`src/sv/xorshift96_random_modulo_core_macros.svh`:
```
// Assertion helpers shared by the generator's modules.
// Both expect clk and rst_n in scope.
`ifndef XORSHIFT96_RANDOM_MODULO_CORE_MACROS_SVH
`define XORSHIFT96_RANDOM_MODULO_CORE_MACROS_SVH

// Same-cycle implication.
`define XRM_ASSERT_IMP(label, ante, cons, msg) \
    label: assert property (@(posedge clk) disable iff (!rst_n) (ante) |-> (cons)) \
        else $error(msg);

// Next-cycle implication.
`define XRM_ASSERT_NXT(label, ante, cons, msg) \
    label: assert property (@(posedge clk) disable iff (!rst_n) (ante) |=> (cons)) \
        else $error(msg);

`endif

```
`src/sv/xrm_pkg.sv`:
```
package xrm_pkg;

    localparam int WORD_W  = 64;
    localparam int LIMIT_W = 32;
    localparam int CNT_W   = $clog2(WORD_W);
    localparam int IDX_W   = 2;

    localparam logic [WORD_W-1:0] SEED_FIRST_RST  = WORD_W'(64'd123456789);
    localparam logic [WORD_W-1:0] SEED_SECOND_RST = WORD_W'(64'd362436069);
    localparam logic [WORD_W-1:0] SEED_THIRD_RST  = WORD_W'(64'd521288629);

    localparam int SHIFT_A = 16;
    localparam int SHIFT_B = 5;
    localparam int SHIFT_C = 1;

    localparam logic [IDX_W-1:0] CFG_SEED_FIRST  = IDX_W'(0);
    localparam logic [IDX_W-1:0] CFG_SEED_SECOND = IDX_W'(1);
    localparam logic [IDX_W-1:0] CFG_SEED_THIRD  = IDX_W'(2);

    typedef enum logic {
        ST_IDLE,
        ST_CALC
    } state_t;

    // Per-cycle control broadcast to every remainder cell.
    typedef struct packed {
        logic load;
        logic step;
        logic sub;
    } cell_ctrl_t;

    // Request into the remainder row.
    typedef struct packed {
        logic               load;
        logic [LIMIT_W-1:0] limit;
        logic [WORD_W-1:0]  dividend;
    } rem_ctrl_t;

    // Status back from the remainder row.
    typedef struct packed {
        logic               busy;
        logic [LIMIT_W-1:0] remainder;
    } rem_stat_t;

endpackage

```
`src/sv/xorshift96_random_modulo_core.sv`:
```
// An accepted request runs through the remainder row; its result then loads into the output register.
// The 64 remainder steps of the cell row bound throughput; a new request waits for the result to load.
// Word advance takes place at the accept edge; the row then shifts one dividend bit per cycle.
// Reset: words load the default seeds, output holds no transaction, no clearing pass.
// Seed writes load the matching word at once and are taken at any edge.
`include "xorshift96_random_modulo_core_macros.svh"

module xorshift96_random_modulo_core (
    input  logic                        clk,
    input  logic                        rst_n,
    input  logic                        cfg_write_en,
    input  logic [xrm_pkg::IDX_W-1:0]   cfg_index,
    input  logic [xrm_pkg::WORD_W-1:0]  cfg_data,
    input  logic                        in_valid,
    output logic                        in_ready,
    input  logic [xrm_pkg::LIMIT_W-1:0] limit,
    output logic                        out_valid,
    input  logic                        out_ready,
    output logic [xrm_pkg::LIMIT_W-1:0] value,
    output logic                        limit_error
);

    import xrm_pkg::*;

    // Generator words.
    logic [WORD_W-1:0]  w1_reg;
    logic [WORD_W-1:0]  w1_next;
    logic [WORD_W-1:0]  w2_reg;
    logic [WORD_W-1:0]  w2_next;
    logic [WORD_W-1:0]  w3_reg;
    logic [WORD_W-1:0]  w3_next;
    logic [WORD_W-1:0]  mix_a;
    logic [WORD_W-1:0]  mix_b;
    logic [WORD_W-1:0]  mix_c;
    logic [WORD_W-1:0]  new_third;

    // Control and result holding.
    state_t             state_reg;
    state_t             state_next;
    logic               err_reg;
    logic               err_next;
    logic               out_valid_reg;
    logic               out_valid_next;
    logic [LIMIT_W-1:0] value_reg;
    logic [LIMIT_W-1:0] value_next;
    logic               lim_err_reg;
    logic               lim_err_next;

    logic               accept;
    logic               out_load;
    rem_ctrl_t          row_ctrl;
    rem_stat_t          row_stat;

    assign accept = in_valid && in_ready;

    // Xorshift advance: shifts 16, 5 and 1 on the first word, mix in the other two.
    always_comb
    begin
        mix_a     = w1_reg ^ (w1_reg << SHIFT_A);
        mix_b     = mix_a ^ (mix_a >> SHIFT_B);
        mix_c     = mix_b ^ (mix_b << SHIFT_C);
        new_third = mix_c ^ w2_reg ^ w3_reg;
    end

    // Advance the words on accept; a seed write overrides its word.
    always_comb
    begin
        w1_next = w1_reg;
        w2_next = w2_reg;
        w3_next = w3_reg;
        if (accept)
        begin
            w1_next = w2_reg;
            w2_next = w3_reg;
            w3_next = new_third;
        end
        if (cfg_write_en)
        begin
            unique case (cfg_index)
                CFG_SEED_FIRST:  w1_next = cfg_data;
                CFG_SEED_SECOND: w2_next = cfg_data;
                CFG_SEED_THIRD:  w3_next = cfg_data;
                default:         ;
            endcase
        end
    end

    always_ff @(posedge clk or negedge rst_n)
    begin
        if (!rst_n)
        begin
            w1_reg <= SEED_FIRST_RST;
            w2_reg <= SEED_SECOND_RST;
            w3_reg <= SEED_THIRD_RST;
        end
        else
        begin
            w1_reg <= w1_next;
            w2_reg <= w2_next;
            w3_reg <= w3_next;
        end
    end

    // Feed the freshly advanced word straight into the remainder row.
    assign row_ctrl.load     = accept;
    assign row_ctrl.limit    = limit;
    assign row_ctrl.dividend = new_third;

    xrm_rem_row u_row (
        .clk   (clk),
        .rst_n (rst_n),
        .ctrl  (row_ctrl),
        .stat  (row_stat)
    );

    // Next state.
    always_comb
    begin
        state_next = state_reg;
        unique case (state_reg)
            ST_IDLE:
            begin
                if (in_valid)
                begin
                    state_next = ST_CALC;
                end
            end
            ST_CALC:
            begin
                if (out_load)
                begin
                    state_next = ST_IDLE;
                end
            end
            default: state_next = ST_IDLE;
        endcase
    end

    // Outputs of the state machine.
    always_comb
    begin
        in_ready = 1'b0;
        out_load = 1'b0;
        unique case (state_reg)
            ST_IDLE: in_ready = 1'b1;
            ST_CALC: out_load = !row_stat.busy && (!out_valid_reg || out_ready);
            default: ;
        endcase
    end

    // Hold the zero-limit flag; drop the remainder in favor of zero when it is set.
    always_comb
    begin
        err_next       = accept ? (limit == '0) : err_reg;
        out_valid_next = out_valid_reg;
        value_next     = value_reg;
        lim_err_next   = lim_err_reg;
        if (out_load)
        begin
            out_valid_next = 1'b1;
            value_next     = err_reg ? '0 : row_stat.remainder;
            lim_err_next   = err_reg;
        end
        else if (out_ready)
        begin
            out_valid_next = 1'b0;
        end
    end

    always_ff @(posedge clk)
    begin
        err_reg     <= err_next;
        value_reg   <= value_next;
        lim_err_reg <= lim_err_next;
    end

    always_ff @(posedge clk or negedge rst_n)
    begin
        if (!rst_n)
        begin
            state_reg     <= ST_IDLE;
            out_valid_reg <= 1'b0;
        end
        else
        begin
            state_reg     <= state_next;
            out_valid_reg <= out_valid_next;
        end
    end

    assign out_valid   = out_valid_reg;
    assign value       = value_reg;
    assign limit_error = lim_err_reg;

    `XRM_ASSERT_NXT(a_accept_busy, accept, row_stat.busy && state_reg == ST_CALC, "accepted transaction did not start the row")
    `XRM_ASSERT_IMP(a_err_zero, out_valid_reg && lim_err_reg, value_reg == '0, "error result carries a nonzero value")
    `XRM_ASSERT_NXT(a_load_valid, out_load, out_valid_reg, "finished result not presented")
    `XRM_ASSERT_IMP(a_no_load_busy, row_stat.busy, !out_load && !in_ready, "result taken while the row still works")

endmodule

```
`src/sv/xrm_cell.sv`:
```
module xrm_cell (
    input  logic              clk,
    input  xrm_pkg::cell_ctrl_t ctrl,
    input  logic              limit_bit,
    input  logic              shift_in,
    input  logic              borrow_in,
    output logic              rem_bit,
    output logic              borrow_out
);

    logic rem_reg;
    logic rem_next;
    logic lim_reg;
    logic lim_next;
    logic diff;

    // One bit slice of the trial subtraction on the shifted remainder.
    always_comb
    begin
        diff       = shift_in ^ lim_reg ^ borrow_in;
        borrow_out = (~shift_in & lim_reg) | (~(shift_in ^ lim_reg) & borrow_in);
        rem_next   = rem_reg;
        lim_next   = lim_reg;
        if (ctrl.load)
        begin
            rem_next = 1'b0;
            lim_next = limit_bit;
        end
        else if (ctrl.step)
        begin
            rem_next = ctrl.sub ? diff : shift_in;
        end
    end

    always_ff @(posedge clk)
    begin
        rem_reg <= rem_next;
        lim_reg <= lim_next;
    end

    assign rem_bit = rem_reg;

endmodule

```
`src/sv/xrm_rem_row.sv`:
```
`include "xorshift96_random_modulo_core_macros.svh"

module xrm_rem_row (
    input  logic               clk,
    input  logic               rst_n,
    input  xrm_pkg::rem_ctrl_t ctrl,
    output xrm_pkg::rem_stat_t stat
);

    import xrm_pkg::*;

    localparam logic [CNT_W-1:0] CNT_LAST = CNT_W'(WORD_W - 1);

    logic [WORD_W-1:0]  dvd_reg;
    logic [WORD_W-1:0]  dvd_next;
    logic [CNT_W-1:0]   cnt_reg;
    logic [CNT_W-1:0]   cnt_next;
    logic               busy_reg;
    logic               busy_next;

    logic [LIMIT_W-1:0] rem_bits;
    logic [LIMIT_W-1:0] shift_bits;
    logic [LIMIT_W:0]   borrow;
    cell_ctrl_t         cell_ctrl;

    // Shift chain: dividend MSB enters the bottom cell, each cell feeds the next.
    assign shift_bits = {rem_bits[LIMIT_W-2:0], dvd_reg[WORD_W-1]};
    assign borrow[0]  = 1'b0;

    // Subtract when the bit leaving the top or a borrow-free compare says S >= limit.
    assign cell_ctrl.load = ctrl.load;
    assign cell_ctrl.step = busy_reg;
    assign cell_ctrl.sub  = rem_bits[LIMIT_W-1] | ~borrow[LIMIT_W];

    for (genvar i = 0; i < LIMIT_W; i++)
    begin : g_cell
        xrm_cell u_cell (
            .clk        (clk),
            .ctrl       (cell_ctrl),
            .limit_bit  (ctrl.limit[i]),
            .shift_in   (shift_bits[i]),
            .borrow_in  (borrow[i]),
            .rem_bit    (rem_bits[i]),
            .borrow_out (borrow[i+1])
        );
    end

    always_comb
    begin
        dvd_next  = dvd_reg;
        cnt_next  = cnt_reg;
        busy_next = busy_reg;
        if (ctrl.load)
        begin
            dvd_next  = ctrl.dividend;
            cnt_next  = '0;
            busy_next = 1'b1;
        end
        else if (busy_reg)
        begin
            dvd_next = {dvd_reg[WORD_W-2:0], 1'b0};
            cnt_next = cnt_reg + CNT_W'(1);
            if (cnt_reg == CNT_LAST)
            begin
                busy_next = 1'b0;
            end
        end
    end

    always_ff @(posedge clk)
    begin
        dvd_reg <= dvd_next;
    end

    always_ff @(posedge clk or negedge rst_n)
    begin
        if (!rst_n)
        begin
            cnt_reg  <= '0;
            busy_reg <= 1'b0;
        end
        else
        begin
            cnt_reg  <= cnt_next;
            busy_reg <= busy_next;
        end
    end

    assign stat.busy      = busy_reg;
    assign stat.remainder = rem_bits;

    `XRM_ASSERT_NXT(a_load_starts, ctrl.load, busy_reg && cnt_reg == '0, "load did not start the row")
    `XRM_ASSERT_NXT(a_last_step_ends, busy_reg && cnt_reg == CNT_LAST && !ctrl.load, !busy_reg, "row ran past the last step")
    `XRM_ASSERT_NXT(a_idle_holds_count, !busy_reg && !ctrl.load, $stable(cnt_reg), "count moved while idle")

endmodule
```
`config.mk`:
```
export PLATFORM = sky130hd
export DESIGN_NAME = xorshift96_random_modulo_core
export DESIGN_NICKNAME = d
export VERILOG_FILES = /design/src/sv/xrm_pkg.sv /design/src/sv/xorshift96_random_modulo_core.sv /design/src/sv/xrm_cell.sv /design/src/sv/xrm_rem_row.sv
export VERILOG_INCLUDE_DIRS = /design/src /design/src/sv
export SDC_FILE = /design/constraint.sdc
export NUM_CORES = 1
export LEC_CHECK = 0
export BUFFER_PORTS_ARGS = -buffer_cell sky130_fd_sc_hd__buf_2
export CAP_MARGIN = 20
export CELL_PAD_IN_SITES_DETAIL_PLACEMENT = 0
export CELL_PAD_IN_SITES_GLOBAL_PLACEMENT = 1
export CORE_ASPECT_RATIO = 1.75
export CORE_MARGIN = 8
export CORE_UTILIZATION = 46
export CTS_BUF_LIST = sky130_fd_sc_hd__clkbuf_8
export CTS_CLUSTER_SIZE = 20
export DETAILED_ROUTE_END_ITERATION = 8
export PLACE_DENSITY_LB_ADDON = 0.1
export SYNTH_ARGS = -nofsm -noshare
export SYNTH_HDL_FRONTEND = slang
export SYNTH_SLANG_ARGS = --single-unit
```
`constraint.sdc`:
```
create_clock -name clk -period 14.33 [get_ports clk]
set_clock_uncertainty 0.05 [all_clocks]
set_input_delay 2.1495 -clock clk [delete_from_list [all_inputs] [get_ports clk]]
set_output_delay 2.1495 -clock clk [all_outputs]
set_load 0.01 [all_outputs]
```
==> flow_summary_export.csv, run 1 <==
group,metric,value,unit
clock_network,clock-root-buffer,"clkbuf_8",
detailed_routing,drtAntennaViolNets,0,
layout,fillers,3958,
logic_synthesis,synth_edf_count,130,
logic_synthesis,yosysUniqueCellTypes,38,
floorplan,initial_core_util,46.4,%
logic_synthesis,async_reset_ff_share,55.4,%
placed_design,portBuffers,137,
logic_synthesis,syn-cell-area,19600,um^2
grt,grt_usage,20.4,%
setup_path,setup.worst_path.class,"reg -> reg",
status,outcome,"finished, final reports clean",
detailed_routing,dr.pass1.iters,5,
detailed_routing,via_count,13000,
layout,final-seq-area,9640,um^2
logic_synthesis,yosysMostFrequentCell,"nor2_1",
grt,antenna_found_initial,3,
timing,relSlewSlack,24.7,%
clock_network,path_clk_slew,0.07,ns
clock_network,clockBufferDepth,3,
logic_synthesis,synthDominantCellAreaShare,19.9,%
timing,hold_viol,0,
placed_design,hpwlAfterDp,33.8,mm
clock_network,clock_latency,0.63,ns
clock_network,ctsHoldBuffers,0,
power,power,6.19,mW
detailed_routing,vias_per_cell,5.14,
layout,fin_area,22200,um^2
placed_design,dp_slack,-0.551,ns
layout,areaGrowthSynthToFinish,13.3,%
floorplan,core,42300,um^2
timing,tightest_slew,1.13,ns
power,ir_drop,133,uV
power,p_per_area,278,nW/um^2
grt,grt_start_max_net_pins,116,
logic_synthesis,syn_inst,1804,
floorplan,num_rows,100,
timing,layout_worst_path_cycle_share,96.6,%
logic_synthesis,ys_warn_count,0,
logic_synthesis,synth_ff_type,"dfrtp_1",
floorplan,dieWidth,172,um
setup_path,critPathSlowestCell,"fa_1",
timing,rsz0062_at_grt,"false",
placed_design,place_area,20800,um^2
detailed_routing,drt-initial-drc-count,570,
clock_network,cts.sinks,363,
placed_design,place.gp.congestion,0.824,
layout,layout.nets,2051,
logic_synthesis,synth_top_cells_by_count,"nor2_1 (242), nand2_1 (228), o21ai_0 (194)",
floorplan,pin_count,138,
layout,multiInputGateArea,9500,um^2
power,p_leak,9.31,nW
logic_synthesis,syn_area_per_cell,10.9,um^2
grt,grt_pass1_vias,13500,
detailed_routing,finalWirelength,50.8,mm
worst_hold_path,hp-class,"reg -> reg",
floorplan,die_h,289,um
flow_run,cap_violations,0,
timing,layout_setup_ws,0.482,ns
detailed_routing,drc,0,
layout,fin_cells,2527,
setup_path,path_max_fanout,11,
setup_path,crit_top_cell,"fa_2",
timing,report.final.slew_viol_count,0,
setup_path,endpoint_kind,"flip-flop",
clock_network,cts_tree,"yes",
grt,overflow,0,
logic_synthesis,synth.area.top_cells,"edfxtp_1 (20%), dfrtp_1 (19%), mux2i_1 (8.1%), xnor2_1 (6.9%), xnor3_1 (6.9%)",
placed_design,dpl.cell_count,2410,
setup_path,critPathLaunchType,"flip-flop",
layout,final_layout_size_suffix_gt1_share,17.8,%
grt,grt_pass1_wl,78.0,mm
logic_synthesis,ys_seq_area_share,49.1,%
clock_network,htree_levels,2,
setup_path,required,14.74,ns
setup_path,slowest_delay,0.44,ns
timing,fin_crit,13.85,ns
clock_network,post_cts_buffers,0,
timing,fmax,72.2,MHz
logic_synthesis,ys_seq_elements,363,
logic_synthesis,yosysTopAreaCell,"edfxtp_1",
clock_network,numCtsBuffers,58,
timing,setup_viol,0,
logic_synthesis,synthesis.nets,1940,
floorplan,dieArea,49800,um^2
detailed_routing,wire_per_inst,20.1,um
setup_path,cp.arrival,14.26,ns
==> per-stage QoR <==
stage / setup TNS (ns) / utilization [%] / hold WS (ns)
2_1_floorplan: 0 / - / 0.408
3_3_place_gp: -14.48 / 49.2 / 0.430
3_5_place_dp: -16.77 / 49.2 / 0.452
4_1_cts: 0 / 52.2 / 0.463
5_1_grt: 0 / 52.6 / 0.498
6_report: 0 / 52.6 / 0.460
==> layout make-up <==
type,instances,share of cell area (%)
Sequential cell,363,43.3
Multi-Input combinational cell,1288,42.7
Clock buffer,75,4.64
Timing Repair Buffer,161,4.54
Tap cell,561,3.16
Clock inverter,35,0.799
Inverter,43,0.760
Antenna cell,1,0.0113
==> layout by cell type (no fill, tap or decap), drive strengths merged, types with 6 or more instances in the layout <==
cell type  synthesis  layout
a21oi             35      35
a31oi             16      16
and2               6       6
buf               23     156
clkbuf            87      80
clkinv             0      18
dfrtp            152     152
dfstp             49      49
dfxtp             32      32
edfxtp           130     130
fa                31      31
inv               43      59
mux2i            158     158
nand2            228     228
nor2             242     242
nor4               8       8
o21ai            194     194
o31ai             28      28
or3               16      16
xnor2            160     160
xnor3             61      61
xor2              74      74
==> final timing paths <==
path	depth (start not counted)	startpoint	endpoint	slack, ns
min in group asynchronous	1	rst_n	w1_reg[9]	1.48
worst min-delay path	2	u_row.g_cell[31].u_cell.rem_bit	u_row.g_cell[31].u_cell.rem_bit	0.46
worst min register to register	2	u_row.g_cell[31].u_cell.rem_bit	u_row.g_cell[31].u_cell.rem_bit	0.46
max in group asynchronous	4	rst_n	w1_reg[22]	10.76
worst max register to register	40	u_row.dvd_reg[63]	u_row.g_cell[1].u_cell.rem_bit	0.48
worst max-delay path	40	u_row.dvd_reg[63]	u_row.g_cell[1].u_cell.rem_bit	0.48
==> report_power, final <==
group	internal [mW]	leakage, nW	total (mW)	switching, mW
logic	1.77	4.71	3.28	1.51
registers	1.59	3.91	1.99	0.403
clock network	0.488	0.694	0.920	0.432
total	3.85	9.31	6.19	2.34
==> what timing repair did <==
| item | CTS | global route |
|---|---|---|
| gates cloned | 1 | 4 |
| pin swaps | 0 | 5 |
| gates resized for setup | 12 | 9 |
| endpoints found under the setup margin | 32 | 32 |
==> per-layer routing <==
| layer | vias to the layer above | GRT usage, % | wire (um) |
|---|---|---|---|
| met4 | 2 | 7.77 | 1740 |
| li1 | 6304 | - | - |
| met1 | 6366 | 22.9 | 19500 |
| met3 | 86 | 2.96 | 1860 |
| met5 | - | 0 | 11 |
| met2 | 221 | 38.0 | 27700 |
==> cells by family after synthesis <==
group | count (synthesis) | synth area share, %
mux | 161 | 8.23
buf+inv | 153 | 3.02
xor+xnor | 299 | 18.2
simple gates | 516 | 10.5
fa+ha+maj | 33 | 3.29
flops | 363 | 49.1
compound gates | 279 | 7.69
==> worst max-delay path: cells and delay by family (launching register included) <==
| kind | cells | cell delay [ns] |
|---|---|---|
| adder cells (fa/ha/maj) | 32 | 12.26 |
| AO/OA/AOI/OAI | 1 | 0.08 |
| multiplexers | 1 | 0.18 |
| AND/OR/NAND/NOR | 1 | 0.29 |
| flip-flops | 1 | 0.36 |
| buffers and inverters | 5 | 0.49 |
No activity file was read; power rests on OpenSTA's default activity.
==> inputs of run 2 (changes only) <==
CTS_BUF_LIST = sky130_fd_sc_hd__clkbuf_2   (was sky130_fd_sc_hd__clkbuf_8)
==> run 2 against run 1 <==
Worst setup slack better by 0.057 ns. First-iteration DRC count up 7.4%. Largest cell class unchanged. Worst hold slack improved by 0.0034 ns. Non-clock buffer count is 1 lower. Critical path depth up 3. Highest routed layer unchanged. Die area did not move. Sequential cell count unchanged.
==> flow_summary_export.csv, run 2 (synthesis results as in run 1) <==
group,metric,value,unit
status,outcome,"finished, final reports clean",
detailed_routing,vias_per_cell,5.11,
placed_design,portBuffers,137,
floorplan,initial_core_util,46.4,%
detailed_routing,via_count,13200,
setup_path,endpoint_kind,"flip-flop",
power,combPwrFrac,54.3,%
placed_design,dp_slack,-0.551,ns
clock_network,cts.sinks,363,
clock_network,clock-root-buffer,"clkbuf_2",
placed_design,place_area,20800,um^2
grt,antenna_found_initial,3,
setup_path,path_max_fanout,22,
layout,fillers,4015,
layout,fin_area,21900,um^2
floorplan,die_h,289,um
grt,busiest_layer,"met2",
power,p_sw_share,38.9,%
clock_network,path_clk_slew,0.11,ns
timing,fin_hold_ws,0.464,ns
clock_network,clock_latency,0.98,ns
power,clkPwrFrac,12.6,%
timing,relSlewSlack,24.7,%
placed_design,dpl.cell_count,2410,
timing,fin_crit,13.79,ns
setup_path,critPathTopFamily,"adder cells",
flow_run,cap_violations,0,
layout,fin_cells,2582,
power,power.internal,3.66,mW
floorplan,core,42300,um^2
setup_path,crit_buf_inv,6,
setup_path,critPathLaunchType,"flip-flop",
detailed_routing,drc,0,
detailed_routing,dr.pass1.iters,5,
grt,overflow,0,
timing,report.final.slew_viol_count,0,
detailed_routing,drt-initial-drc-count,612,
clock_network,numCtsBuffers,89,
setup_path,slowest_delay,0.44,ns
power,p_leak,9.27,nW
floorplan,num_rows,100,
setup_path,crit_top_cell,"fa_2",
placed_design,hpwlAfterDp,33.8,mm
setup_path,required,15.17,ns
clock_network,cts_tree,"yes",
grt,met2_usage,38.7,%
timing,fmax,72.5,MHz
power,power,5.99,mW
grt,grt_pass1_wl,78.8,mm
power,power_frac_seq,33.2,%
power,p_per_area,274,nW/um^2
worst_hold_path,hp-class,"reg -> reg",
detailed_routing,wire_per_inst,19.6,um
clock_network,clockBufferDepth,3,
setup_path,setup.worst_path.class,"reg -> reg",
grt,grt_pass1_vias,13900,
grt,gr-usage-met1,22.6,%
timing,setup_viol,0,
timing,layout_setup_ws,0.539,ns
detailed_routing,drtAntennaViolNets,0,
layout,areaGrowthSynthToFinish,11.4,%
layout,final_cell_mix,"nor2_1 (241), nand2_1 (226), o21ai_0 (194), mux2i_1 (158), xnor2_1 (155)",
layout,final_layout_size_suffix_gt1_share,20.1,%
floorplan,dieWidth,172,um
clock_network,htree_levels,3,
setup_path,cp.arrival,14.64,ns
floorplan,dieArea,49800,um^2
layout,layout.nets,2081,
grt,grt_use_met3,3.63,%
layout,fin_util,51.7,%
timing,hold_viol,0,
timing,layout_worst_path_cycle_share,96.2,%
layout,final_common_cell,"nor2_1",
setup_path,critPathSlowestCell,"fa_1",
power,ir_drop,130,uV
power,p_switching,2.33,mW
timing,setup_tns,0,ns
timing,tightest_slew,1.13,ns
grt,grt_start_max_net_pins,116,
placed_design,place.gp.congestion,0.824,
timing,rsz0062_at_grt,"false",
clock_network,ctsHoldBuffers,0,
grt,grt_usage,20.7,%
floorplan,pin_count,138,
detailed_routing,finalWirelength,50.6,mm
[run 2: cell count changes in the layout (fill, tap and decap cells not counted), moves of 4 or more]
cell       before  now
clkbuf_16       4    0
clkbuf_8       76    1
clkinv_1        6   17
clkinv_2       12    3
clkbuf_2        0  141
inv_1          56   41
[run 2: worst paths after layout]
check / from / end / slack [ns] / cells past startpoint
setup reg to reg: u_row.dvd_reg[63] / u_row.g_cell[21].u_cell.rem_bit / 0.54 / 43
max in group asynchronous: rst_n / w3_reg[28] / 11.10 / 4
min in group asynchronous: rst_n / w3_reg[10] / 1.11 / 1
hold / removal: u_row.dvd_reg[15] / u_row.dvd_reg[16] / 0.46 / 2
setup / recovery: u_row.dvd_reg[63] / u_row.g_cell[21].u_cell.rem_bit / 0.54 / 43
hold reg to reg: u_row.dvd_reg[15] / u_row.dvd_reg[16] / 0.46 / 2
[run 2: final cells by class]
type                    count  area (um^2)  area share (%)
well taps                 561          702            3.21
flip-flops and latches    363         9640            44.1
inverters                  43          169           0.773
multi-input cells        1288         9500            43.5
diodes                      1         2.50          0.0114
repair buffers            160          965            4.41
clock inverters            25          180           0.824
clock buffers             141          706            3.23
[run 2: metal layers]
layer	wire (um)	up-vias
met5	14	-
met4	1730	2
met3	2030	103
met2	27600	258
met1	19200	6418
li1	-	6406
[run 2: tightest hold or removal path, delay by kind of cell (launching register included)]
kind,cells,cell delay [ns]
DFF,1,0.33
and+or+nand+nor,2,0.09
[run 2: power groups by stage]
| stage | registers (mW) | clock network, mW | logic (mW) |
|---|---|---|---|
| global placement | 2.00 | 0 | 3.19 |
| global route | 2.04 | 0.838 | 3.59 |
| floorplan | 1.85 | 0 | 2.68 |
| CTS | 1.99 | 0.790 | 3.30 |
| detailed placement | 2.01 | 0 | 3.22 |
| finish | 1.99 | 0.752 | 3.25 |
[run 2: repair_timing]
action | CTS | global route
pin swaps | 1 | 5
endpoints found under the setup margin | 32 | 32
buffers inserted | 2 | 0
gates cloned | 2 | 0
resized for setup | 15 | 4
==> inputs of run 3 (changes only) <==
RECOVER_POWER = 50   (was default)
==> run 3 against run 2 <==
The flow now finishes with violations (max-capacitance violations, max-slew violations). Wire length about the same. Sequential cell count did not move. Via count is essentially flat. Design area decreased by 0.38%. Worst hold slack gained 0.0019 ns. Register-to-register slack hardly changed. Critical path depth is the same. Combinational power hardly changed. Power is essentially flat. Non-clock buffer count is the same. Maximum frequency hardly changed. Final cell count hardly changed.
==> flow_summary_export.csv, run 3 (synthesis results as in run 1) <==
group,metric,value,unit
floorplan,die_h,289,um
setup_path,r2r_slack,0.53,ns
timing,rsz0062_at_grt,"false",
flow_run,cap_violations,6,
layout,final_common_cell,"nor2_1",
detailed_routing,drt-initial-drc-count,607,
clock_network,clock-root-buffer,"clkbuf_2",
power,clkPwrFrac,12.6,%
worst_hold_path,hold_depth,2,
clock_network,ctsHoldBuffers,0,
setup_path,path_max_fanout,22,
floorplan,dieWidth,172,um
layout,fillers,4033,
grt,grt_start_max_net_pins,116,
clock_network,cts.sinks,363,
setup_path,critPathSlowestCell,"fa_1",
timing,fin_crit,13.80,ns
detailed_routing,wire_per_inst,19.6,um
placed_design,place.gp.congestion,0.824,
floorplan,dieArea,49800,um^2
power,power_frac_seq,33.2,%
timing,hold_viol,0,
detailed_routing,drtAntennaViolNets,0,
layout,final_layout_size_suffix_gt1_share,18.4,%
grt,grt_pass1_wl,78.8,mm
worst_hold_path,hp-class,"reg -> reg",
setup_path,critPathLaunchType,"flip-flop",
timing,fmax,72.5,MHz
floorplan,num_rows,100,
timing,layout_worst_path_cycle_share,96.3,%
power,power.internal,3.66,mW
clock_network,clock_latency,0.98,ns
setup_path,setup.worst_path.class,"reg -> reg",
timing,relSlewSlack,-176,%
floorplan,core,42300,um^2
clock_network,numCtsBuffers,89,
clock_network,clockBufferDepth,3,
detailed_routing,finalWirelength,50.6,mm
setup_path,required,15.17,ns
clock_network,cts_tree,"yes",
power,p_per_area,275,nW/um^2
timing,setup_viol,0,
grt,grt_pass1_vias,13900,
timing,report.final.slew_viol_count,318,
detailed_routing,dr.pass1.iters,4,
clock_network,htree_levels,3,
layout,areaGrowthSynthToFinish,11.0,%
setup_path,endpoint_kind,"flip-flop",
layout,multiInputGateArea,9480,um^2
power,combPwrFrac,54.3,%
layout,fin_util,51.5,%
layout,layout.nets,2081,
grt,grt_usage,20.7,%
detailed_routing,drc,0,
floorplan,pin_count,138,
status,violations,"max-capacitance violations, max-slew violations",
layout,final_cell_mix,"nor2_1 (241), nand2_1 (227), o21ai_0 (194), mux2i_1 (158), xnor2_1 (155)",
setup_path,cp.arrival,14.64,ns
placed_design,portBuffers,137,
timing,tightest_slew,4.14,ns
detailed_routing,via_count,13200,
floorplan,initial_core_util,46.4,%
setup_path,worst-r2r-cell-count,43,
grt,antenna_found_initial,3,
setup_path,slowest_delay,0.44,ns
clock_network,path_clk_slew,0.11,ns
layout,final-seq-area,9640,um^2
timing,fin_hold_ws,0.466,ns
power,p_switching,2.33,mW
setup_path,crit_top_cell,"fa_2",
grt,overflow,0,
power,p_leak,9.16,nW
status,outcome,"finished with violations",
power,ir_drop,130,uV
power,p_sw_share,38.9,%
detailed_routing,vias_per_cell,5.10,
placed_design,hpwlAfterDp,33.8,mm
run 3: cell count changes in the layout (fill, tap and decap cells not counted), sizes merged:
cell	delta
diode	+1
buf	-33
clkbuf	+33
run 3: per-stage QoR:
stage,worst slack [ns],total power [mW],TNS (ns),area [um^2],std cells
floorplan,0.0528,4.54,0,19700,1804
global placement,-0.485,5.19,-14.48,20800,2410
detailed placement,-0.551,5.23,-16.77,20800,2410
CTS,0.0321,6.08,0,21800,2580
global route,0.0395,6.47,0,21800,2582
finish,0.528,5.99,0,21800,2583
run 3: timing repair:
action | CTS | global route
gates resized for setup | 15 | 4
pin swaps | 1 | 5
setup endpoints to repair | 32 | 32
setup buffers | 2 | 0
cloned | 2 | 0
run 3: area by class of cell:
type	count	share of cell area (%)
repair buffers	160	4.13
inverters	43	0.776
multi-input cells	1288	43.5
clock inverters	25	0.827
clock buffers	141	3.24
diodes	2	0.0230
flip-flops and latches	363	44.3
well taps	561	3.22
run 3: power by group through the flow:
| stage | Clock [mW] | Sequential, mW | Combinational [mW] |
|---|---|---|---|
| 6_report | 0.754 | 1.99 | 3.25 |
| 5_1_grt | 0.838 | 2.04 | 3.59 |
| 4_1_cts | 0.790 | 1.99 | 3.30 |
| 3_5_place_dp | 0 | 2.01 | 3.22 |
| 3_3_place_gp | 0 | 2.00 | 3.19 |
| 2_1_floorplan | 0 | 1.85 | 2.68 |
run 3: path summary, 6_finish.rpt:
| check | startpoint | endpoint |
|---|---|---|
| worst max-delay path | u_row.dvd_reg[63] | u_row.g_cell[8].u_cell.rem_bit |
| worst min-delay path | u_row.dvd_reg[15] | u_row.dvd_reg[16] |
| worst max register to register | u_row.dvd_reg[63] | u_row.g_cell[8].u_cell.rem_bit |
| worst min register to register | u_row.dvd_reg[15] | u_row.dvd_reg[16] |
| max in group asynchronous | rst_n | w1_reg[22] |
| min in group asynchronous | rst_n | w3_reg[10] |
run 3: critical path, delay by kind of cell, from the launching register on:
kind	cells	cell delay (ns)
adders and majority gates	32	12.24
buffers and inverters	6	0.53
DFF	1	0.38
and+or+nand+nor	3	0.33
AOI/OAI and AO/OA	1	0.12
muxes	1	0.09
run 3: layer usage:
metal  routed length (um)  track usage, %  share of wire (%)
met3                 1920            3.63                3.8
met1                19300            22.6                 38
met5                   14               0              0.028
met2                27600            38.7                 54
met4                 1760            8.39                3.5
